===== config.mk =====
export PLATFORM = sky130hd
export DESIGN_NAME = dual_cpu_interrupt_controller_top
export DESIGN_NICKNAME = d
export VERILOG_FILES = /design/src/rtl/dci_pkg.sv /design/src/rtl/dual_cpu_interrupt_controller_top.sv /design/src/rtl/dci_decode.sv /design/src/rtl/dci_regfile.sv
export SDC_FILE = /design/constraint.sdc
export NUM_CORES = 2
export LEC_CHECK = 0
export BUFFER_PORTS_ARGS = -buffer_cell sky130_fd_sc_hd__buf_2
export CAP_MARGIN = 20
export CORE_ASPECT_RATIO = 0.6
export CORE_MARGIN = 5
export CORE_UTILIZATION = 33
export DETAILED_ROUTE_END_ITERATION = 12
export HOLD_SLACK_MARGIN = 0.1
export PLACE_DENSITY = 0.52
export SETUP_SLACK_MARGIN = 0.1
export SYNTH_ARGS = -nofsm -noshare
export SYNTH_HDL_FRONTEND = slang
export SYNTH_SLANG_ARGS = --single-unit

===== constraint.sdc =====
create_clock -name clk -period 5.2 [get_ports clk]
set_input_delay 1.04 -clock clk [delete_from_list [all_inputs] [get_ports clk]]
set_output_delay 1.04 -clock clk [all_outputs]
set_load 0.02 [all_outputs]

===== src/rtl/dci_pkg.sv =====
// Package for the dual-context interrupt controller: sizes, codes, word types.
// Used by dci_decode, dci_regfile and dual_cpu_interrupt_controller_top.
`timescale 1ns / 1ps
package dci_pkg;

	localparam int NUM_BANKS    = 3;
	localparam int NUM_CONTEXTS = 2;
	localparam int SLOTS        = NUM_CONTEXTS * NUM_BANKS;
	localparam int SLOT_W       = (SLOTS > 1) ? $clog2(SLOTS) : 1;
	localparam int CTX_W        = (NUM_CONTEXTS > 1) ? $clog2(NUM_CONTEXTS) : 1;

	localparam logic [1:0] OP_READ  = 2'd0;
	localparam logic [1:0] OP_WRITE = 2'd1;
	localparam logic [1:0] OP_RAISE = 2'd2;
	localparam logic [1:0] OP_CLEAR = 2'd3;

	localparam logic [3:0] KIND_LATCHED = 4'h0;
	localparam logic [3:0] KIND_RAW     = 4'h4;
	localparam logic [3:0] KIND_MASK    = 4'h8;

	localparam logic [1:0] RSEL_LATCHED = 2'd0;
	localparam logic [1:0] RSEL_RAW     = 2'd1;
	localparam logic [1:0] RSEL_MASK    = 2'd2;

	typedef struct packed {
		logic [1:0]  opcode;
		logic        cpu_select;
		logic [5:0]  reg_offset;
		logic [31:0] write_data;
		logic [6:0]  source_number;
	} req_word_t;

	typedef struct packed {
		logic [31:0] read_data;
		logic        bad_access;
		logic        main_pending;
		logic        me_pending;
	} rsp_word_t;

	typedef struct packed {
		logic              rd;
		logic [1:0]        rd_sel;
		logic              wr_latched;
		logic              wr_mask;
		logic              raise;
		logic              clear;
		logic              bad;
		logic [SLOT_W-1:0] slot;
		logic [CTX_W-1:0]  ctx;
		logic [31:0]       data;
		logic [31:0]       bit_mask;
	} cmd_t;

endpackage


===== src/rtl/dual_cpu_interrupt_controller_top.sv =====
// A request word passes through the input register and then the response register.
// Throughput: one word per cycle; the input register and the response register
// advance together, so the rate is set only by the response side's stall.
// Reset (arst_n low) clears all flags, masks and pending levels and empties both
// registers; the block accepts words in the first cycle after reset is released.
`timescale 1ns / 1ps
module dual_cpu_interrupt_controller_top (
	input  logic               clk,
	input  logic               arst_n,
	input  logic               req_valid,
	output logic               req_stall,
	input  dci_pkg::req_word_t req,
	output logic               rsp_valid,
	input  logic               rsp_stall,
	output dci_pkg::rsp_word_t rsp
);

	dci_pkg::req_word_t req_s1;
	logic               valid_s1;
	logic               adv;
	dci_pkg::cmd_t      cmd;
	logic [31:0]        rdata;
	logic               main_pend;
	logic               me_pend;
	dci_pkg::rsp_word_t rsp_q;
	logic               rsp_valid_q;

	assign adv       = valid_s1 && (!rsp_valid_q || !rsp_stall);
	assign req_stall = valid_s1 && !adv;

	always_ff @(posedge clk or negedge arst_n) begin
		if (!arst_n) begin
			valid_s1 <= 1'b0;
		end else if (req_valid && !req_stall) begin
			valid_s1 <= 1'b1;
		end else if (adv) begin
			valid_s1 <= 1'b0;
		end
	end

	always_ff @(posedge clk) begin
		if (req_valid && !req_stall) begin
			req_s1 <= req;
		end
	end

	dci_decode u_decode (
		.req (req_s1),
		.cmd (cmd)
	);

	dci_regfile u_regfile (
		.clk          (clk),
		.arst_n       (arst_n),
		.en           (adv),
		.cmd          (cmd),
		.read_data    (rdata),
		.main_pending (main_pend),
		.me_pending   (me_pend)
	);

	always_ff @(posedge clk or negedge arst_n) begin
		if (!arst_n) begin
			rsp_valid_q <= 1'b0;
		end else if (adv) begin
			rsp_valid_q <= 1'b1;
		end else if (!rsp_stall) begin
			rsp_valid_q <= 1'b0;
		end
	end

	always_ff @(posedge clk) begin
		if (adv) begin
			rsp_q.read_data    <= rdata;
			rsp_q.bad_access   <= cmd.bad;
			rsp_q.main_pending <= main_pend;
			rsp_q.me_pending   <= me_pend;
		end
	end

	assign rsp_valid = rsp_valid_q;
	assign rsp       = rsp_q;

	a_stall_needs_word: assert property (@(posedge clk) disable iff (!arst_n)
		req_stall |-> valid_s1 && rsp_valid_q)
		else $error("input stalled with no word held");

	a_bad_reads_zero: assert property (@(posedge clk) disable iff (!arst_n)
		rsp_valid |-> !(rsp.bad_access && rsp.read_data != 32'd0))
		else $error("refused access returned data");

	a_adv_fills_rsp: assert property (@(posedge clk) disable iff (!arst_n)
		adv |=> rsp_valid_q)
		else $error("advanced word lost before response register");

endmodule


===== src/rtl/dci_decode.sv =====
// Decode of one request word into a register-file command.
// Depends on dci_pkg.
`timescale 1ns / 1ps
module dci_decode (
	input  dci_pkg::req_word_t req,
	output dci_pkg::cmd_t      cmd
);

	logic       bus;
	logic       ctx_eff;
	logic [1:0] bank_sel;
	logic [3:0] kind;
	logic       ctx_ok;
	logic       bank_ok;
	logic       kind_ok;
	logic       bad;

	always_comb begin
		bus      = (req.opcode == dci_pkg::OP_READ) || (req.opcode == dci_pkg::OP_WRITE);
		kind     = req.reg_offset[3:0];
		bank_sel = bus ? req.reg_offset[5:4] : req.source_number[6:5];
		ctx_eff  = (req.opcode == dci_pkg::OP_CLEAR) ? 1'b0 : req.cpu_select;
		ctx_ok   = 32'(ctx_eff) < 32'(dci_pkg::NUM_CONTEXTS);
		bank_ok  = 32'(bank_sel) < 32'(dci_pkg::NUM_BANKS);
		case (req.opcode)
			dci_pkg::OP_READ: begin
				kind_ok = (kind == dci_pkg::KIND_LATCHED) || (kind == dci_pkg::KIND_RAW) ||
					(kind == dci_pkg::KIND_MASK);
			end
			dci_pkg::OP_WRITE: begin
				kind_ok = (kind == dci_pkg::KIND_LATCHED) || (kind == dci_pkg::KIND_MASK);
			end
			default: begin
				kind_ok = 1'b1;
			end
		endcase
		bad = !ctx_ok || !bank_ok || !kind_ok;

		cmd.bad        = bad;
		cmd.rd         = !bad && (req.opcode == dci_pkg::OP_READ);
		cmd.wr_latched = !bad && (req.opcode == dci_pkg::OP_WRITE) &&
			(kind == dci_pkg::KIND_LATCHED);
		cmd.wr_mask    = !bad && (req.opcode == dci_pkg::OP_WRITE) &&
			(kind == dci_pkg::KIND_MASK);
		cmd.raise      = !bad && (req.opcode == dci_pkg::OP_RAISE);
		cmd.clear      = !bad && (req.opcode == dci_pkg::OP_CLEAR);
		case (kind)
			dci_pkg::KIND_RAW:  cmd.rd_sel = dci_pkg::RSEL_RAW;
			dci_pkg::KIND_MASK: cmd.rd_sel = dci_pkg::RSEL_MASK;
			default:            cmd.rd_sel = dci_pkg::RSEL_LATCHED;
		endcase
		cmd.slot     = dci_pkg::SLOT_W'(int'(ctx_eff) * dci_pkg::NUM_BANKS + int'(bank_sel));
		cmd.ctx      = dci_pkg::CTX_W'(ctx_eff);
		cmd.data     = req.write_data;
		cmd.bit_mask = 32'd1 << req.source_number[4:0];
	end

endmodule


===== src/rtl/dci_regfile.sv =====
// Flag and mask register file with per-context pending levels.
// Depends on dci_pkg; driven by a command from dci_decode.
`timescale 1ns / 1ps
module dci_regfile (
	input  logic           clk,
	input  logic           arst_n,
	input  logic           en,
	input  dci_pkg::cmd_t  cmd,
	output logic [31:0]    read_data,
	output logic           main_pending,
	output logic           me_pending
);

	logic [31:0] latched_q [dci_pkg::SLOTS];
	logic [31:0] raw_q     [dci_pkg::SLOTS];
	logic [31:0] mask_q    [dci_pkg::SLOTS];
	logic [31:0] latched_d [dci_pkg::SLOTS];
	logic [31:0] raw_d     [dci_pkg::SLOTS];
	logic [31:0] mask_d    [dci_pkg::SLOTS];
	logic [dci_pkg::NUM_CONTEXTS-1:0] pend_q;
	logic [dci_pkg::NUM_CONTEXTS-1:0] pend_d;
	logic [dci_pkg::NUM_CONTEXTS-1:0] or_d;
	logic [dci_pkg::NUM_CONTEXTS-1:0] or_cur;
	logic        raise_hit;
	logic        recompute;
	logic        stray;

	always_comb begin
		raise_hit = 1'b0;
		stray     = 1'b0;
		for (int s = 0; s < dci_pkg::SLOTS; s++) begin
			latched_d[s] = latched_q[s];
			raw_d[s]     = raw_q[s];
			mask_d[s]    = mask_q[s];
			stray        = stray | (|(latched_q[s] & ~raw_q[s]));
			if (cmd.slot == dci_pkg::SLOT_W'(s)) begin
				if (cmd.wr_latched) begin
					latched_d[s] = latched_q[s] & ~cmd.data;
					raw_d[s]     = raw_q[s] & ~cmd.data;
				end
				if (cmd.wr_mask) begin
					mask_d[s]    = cmd.data;
					latched_d[s] = latched_q[s] | (cmd.data & raw_q[s]);
				end
				if (cmd.raise) begin
					raw_d[s] = raw_q[s] | cmd.bit_mask;
					if (|(mask_q[s] & cmd.bit_mask)) begin
						latched_d[s] = latched_q[s] | cmd.bit_mask;
						raise_hit    = 1'b1;
					end
				end
				if (cmd.clear) begin
					latched_d[s] = latched_q[s] & ~cmd.bit_mask;
					raw_d[s]     = raw_q[s] & ~cmd.bit_mask;
				end
			end
		end
	end

	always_comb begin
		recompute = cmd.wr_latched || cmd.wr_mask || cmd.clear;
		for (int c = 0; c < dci_pkg::NUM_CONTEXTS; c++) begin
			or_d[c]   = 1'b0;
			or_cur[c] = 1'b0;
			for (int b = 0; b < dci_pkg::NUM_BANKS; b++) begin
				or_d[c]   = or_d[c] | (|(latched_d[c * dci_pkg::NUM_BANKS + b] &
					mask_d[c * dci_pkg::NUM_BANKS + b]));
				or_cur[c] = or_cur[c] | (|(latched_q[c * dci_pkg::NUM_BANKS + b] &
					mask_q[c * dci_pkg::NUM_BANKS + b]));
			end
			pend_d[c] = pend_q[c];
			if (cmd.ctx == dci_pkg::CTX_W'(c)) begin
				if (recompute) begin
					pend_d[c] = or_d[c];
				end
				if (cmd.raise && raise_hit) begin
					pend_d[c] = 1'b1;
				end
			end
		end
	end

	always_comb begin
		read_data = 32'd0;
		if (cmd.rd) begin
			case (cmd.rd_sel)
				dci_pkg::RSEL_LATCHED: read_data = latched_q[cmd.slot];
				dci_pkg::RSEL_RAW:     read_data = raw_q[cmd.slot];
				dci_pkg::RSEL_MASK:    read_data = mask_q[cmd.slot];
				default:               read_data = 32'd0;
			endcase
		end
	end

	always_ff @(posedge clk or negedge arst_n) begin
		if (!arst_n) begin
			for (int s = 0; s < dci_pkg::SLOTS; s++) begin
				latched_q[s] <= 32'd0;
				raw_q[s]     <= 32'd0;
				mask_q[s]    <= 32'd0;
			end
			pend_q <= '0;
		end else if (en) begin
			for (int s = 0; s < dci_pkg::SLOTS; s++) begin
				latched_q[s] <= latched_d[s];
				raw_q[s]     <= raw_d[s];
				mask_q[s]    <= mask_d[s];
			end
			pend_q <= pend_d;
		end
	end

	assign main_pending = pend_d[0];

	generate
		if (dci_pkg::NUM_CONTEXTS > 1) begin : g_me
			assign me_pending = pend_d[1];
		end else begin : g_no_me
			assign me_pending = 1'b0;
		end
	endgenerate

	a_latched_in_raw: assert property (@(posedge clk) disable iff (!arst_n)
		!stray)
		else $error("latched flag set without raw flag");

	a_main_pending_tracks: assert property (@(posedge clk) disable iff (!arst_n)
		pend_q[0] == or_cur[0])
		else $error("main pending level out of step with latched and mask");

	a_read_only_on_rd: assert property (@(posedge clk) disable iff (!arst_n)
		!cmd.rd |-> read_data == 32'd0)
		else $error("read data driven without a read");

endmodule

==> results by group <==
Yosys
  • Yosys warning total: 0
  • Sequential cell area fraction in the yosys report: 0.372
  • Cell variety after synth: 97
  • Ys flop type: dfrtp_1
  • Most common cell in the netlist: o21ai_0
  • Syn Area/Cell: 8.76 sq um
  • Area contributors post-synth: dfrtp_1 32%, o21ai_0 8.2%, mux2_2 5.5%, edfxtp_1 5.4%, mux2i_1 5.4%
  • Seq cells post-synth: about 660
  • Post-Syn Nets: between 5,000 and 6,000
  • Fraction of registers with async set/reset: 0.875
  • Synth cell count leaders: 751 x o21ai_0, 580 x dfrtp_1, 461 x a21oi_1
  • Mapped Cells: around 5,200
  • Number of flops mapped to enable cells by yosys: 83
  • Area leader, netlist: dfrtp_1
  • Area fraction of the dominant cell type after synthesis: 0.317
  • Netlist Area Pre-Place: around 46,000 sq um

Setup path
  • CP Cell Sequence: mux2_4 -> ha_4 -> fa_4 -> buf_12 -> or3b_2 -> buf_12 -> a21oi_4 -> buf_12 -> a221oi_1 -> buf_4 -> nor3_1 -> a2111o_1 -> nor4_2 -> nand4_1 -> buf_4 -> nor3_1 -> a2bb2oi_1
  • CP max FO: 9
  • WP data required: 5.85 ns
  • Buf+Inv Stages, Crit Path: 5
  • WS Path Type: flip-flop to flip-flop
  • WP data arrival: 5.93 ns
  • Register-to-register setup slack: -0.08 ns
  • R2R depth: 17
  • Crit path largest cell delay: between 1 and 1.5 ns
  • Worst path most repeated cell: buf_12
  • Endpoint class of the critical path: flip-flop
  • Reg-to-reg startpoint: req_s1[47]$_DFFE_PP_
  • Slowest-stage cell, CP: nor3_1
  • Startpoint types: flip-flop
  • Worst r2r dst: u_regfile.pend_q[0]$_DFFE_PN0P_
  • Family with the most delay on the worst path: simple AND/OR/NAND/NOR gates

STA
  • Fin. Hold Viols: 0
  • Final Max Tran Viols: 0
  • Final period utilization: 1.01
  • Setup tns final: -0.136 ns
  • Worst slew margin: 0.0376
  • Worst Clk Skew: around 0.06 ns
  • F_max: 190 MHz
  • Worst slew pin tran: between 1 and 1.5 ns
  • Final setup violation count: 3
  • Min Hold Slack: about 0.37 ns
  • Unrepaired setup endpoints after global routing: yes
  • Tmin final: roughly 5.3 ns
  • PnR worst setup slack: -0.0761 ns

Routing
  • DRC violation count after routing: 0
  • Met2 wire len: approximately 140 mm
  • DR pass1 iterations: 9
  • Post-DR vias/cell: approximately 7.1
  • Drt initial violations: ~10,000
  • Routed vias: 57,100
  • Top sig layer: met5
  • DR WL/cell: about 47 um
  • Met3 routed WL: between 60 and 70 mm
  • Routed met1 length: ~150 mm
  • Routed Antenna Nets: 0
  • DRT Wirelength: around 380 mm

GRT
  • First-pass GRT wire length: approximately 500 mm
  • Total global routing track utilization: 0.497
  • Vias in the first global route: slightly above 50,000
  • GRT overflow: 0
  • Initial antenna violation count: 60
  • Pin count of the biggest net entering global routing: approximately 120

Layout
  • Synth-to-layout area growth: 31.9%
  • Fraction of layout instances using a drive strength above 1: 0.310
  • Nets@finish: between 6,000 and 7,000

CTS
  • Sink Count: 663
  • Clock H-tree levels: 3
  • Root buf cell: clkbuf_16
  • Deepest clock path buffer count: 3
  • Clock latency on the worst-skew pair: 0.74 ns
  • CTS tree: done
  • Cts bufs inserted: between 70 and 80
  • Hold bufs inserted after CTS: 0
  • CTS clk-pin slew, worst paths: roughly 0.080 ns

Job
  • Max-cap violations: 0

Placement
  • Worst slack, placed: -0.536 ns
  • Port Buffer Count: 88
  • Detailed Place HPWL: between 200 and 300 mm
  • GPL Wtd Cong: 1.16

Floorplan
  • Core area: around 140,000 sq um
  • Die area: 146,000 sq um
  • Initial Utilization: 0.334
  • Io pins: 89
  • Die height: 298 um
  • Die span in x: 491 um
  • Rows: approximately 110

Pwr
  • Overall Power: 15.9 mW
  • Cell Pwr Density: 264 nW/um^2
  • Peak VDD IR: 244 uV
  • Static Leak: ~25 nW

Outcome
  • Outcome: finished with violations
  • Failing checks: negative setup slack

Worst hold path
  • HP Class: primary input to async pin
logic make-up (layout without fill, tap and decap cells):
kind of cell    Yosys count  in the layout  synth area share
compound gates         2041           2041             0.277
other cells               0             28                 0
mux                     573            573             0.158
flops                   663            663             0.372
buf+inv                 583           1530            0.0514
fa+ha+maj                 2              2          0.000711
simple gates           1360           1360             0.141
registers in the layout, summed over array words and instances, names as in the netlist:
register / count
u_regfile.mask_q: 192
req_s1: 48
rsp_valid: 1
rsp: 35
u_regfile.raw_q: 192
u_regfile.pend_q: 2
u_regfile.latched_q: 192
valid_s1: 1
final cells by class:
class | instances | area [sq um]
repair buffers | 1304 | 10900
well taps | 1819 | 2280
fillers | 13600 | 76800
inverters | 84 | 323
diodes | 28 | 70.1
clock buffers | 101 | 2110
clock inverters | 41 | 432
flip-flops and latches | 663 | 17000
multi-input cells | 3976 | 27300
metal layers:
metal | track usage | up-vias
li1 | - | 21800
met1 | 0.679 | 28900
met2 | 0.622 | 5286
met3 | 0.291 | 1041
met4 | 0.206 | 48
met5 | 0 | -
layout by cell type, fill, tap and decap left out, types with 63 or more instances in the layout:
master     count
mux2_2       224
a221oi_1      79
inv_1         82
mux4_2        97
nor3_1       112
nand4_1       66
nor2_1       398
a211oi_1      96
dfrtp_1      580
a21oi_1      452
o21ai_0      738
buf_2         88
mux2i_1      237
buf_4       1103
nand2_1      335
clkbuf_16     79
a31oi_1      143
edfxtp_1      83
buf_12        97
a22o_1        63
nand3_1      204
through the flow:
step / cells / cell area, sq um / util
2_1_floorplan: 5222 / 45800 / -
3_3_place_gp: 7833 / 57000 / 0.416
3_5_place_dp: 7837 / 57100 / 0.416
4_1_cts: 7984 / 59900 / 0.437
5_1_grt: 7994 / 60300 / 0.440
6_report: 8016 / 60400 / 0.440
worst max-delay path by stage:
stage          slack, ns                 start  cells after the start                         endpoint
2_1_floorplan       0.10  req_s1[46]$_DFFE_PP_                     23                 rsp[1]$_DFFE_PP_
3_3_place_gp       -0.56  req_s1[47]$_DFFE_PP_                     16                 rsp[0]$_DFFE_PP_
3_5_place_dp       -0.54  req_s1[47]$_DFFE_PP_                     15                 rsp[0]$_DFFE_PP_
4_1_cts             0.07  req_s1[47]$_DFFE_PP_                     18                 rsp[0]$_DFFE_PP_
5_1_grt            0.005  req_s1[47]$_DFFE_PP_                     17                 rsp[0]$_DFFE_PP_
6_report           -0.08  req_s1[47]$_DFFE_PP_                     17  u_regfile.pend_q[0]$_DFFE_PN0P_
timing repair:
item	CTS	global route
hold endpoints to repair	0	0
setup buffers	5	3
endpoints found under the setup margin	4	4
pin swaps	11	13
gates resized for setup	57	76
report_power, final:
part	switching, mW	leakage, nW	internal, mW
logic	2.81	16.2	1.39
registers	0.403	7.88	5.47
clock network	2.74	1.21	3.11
Power figures use the tool's default switching activity.
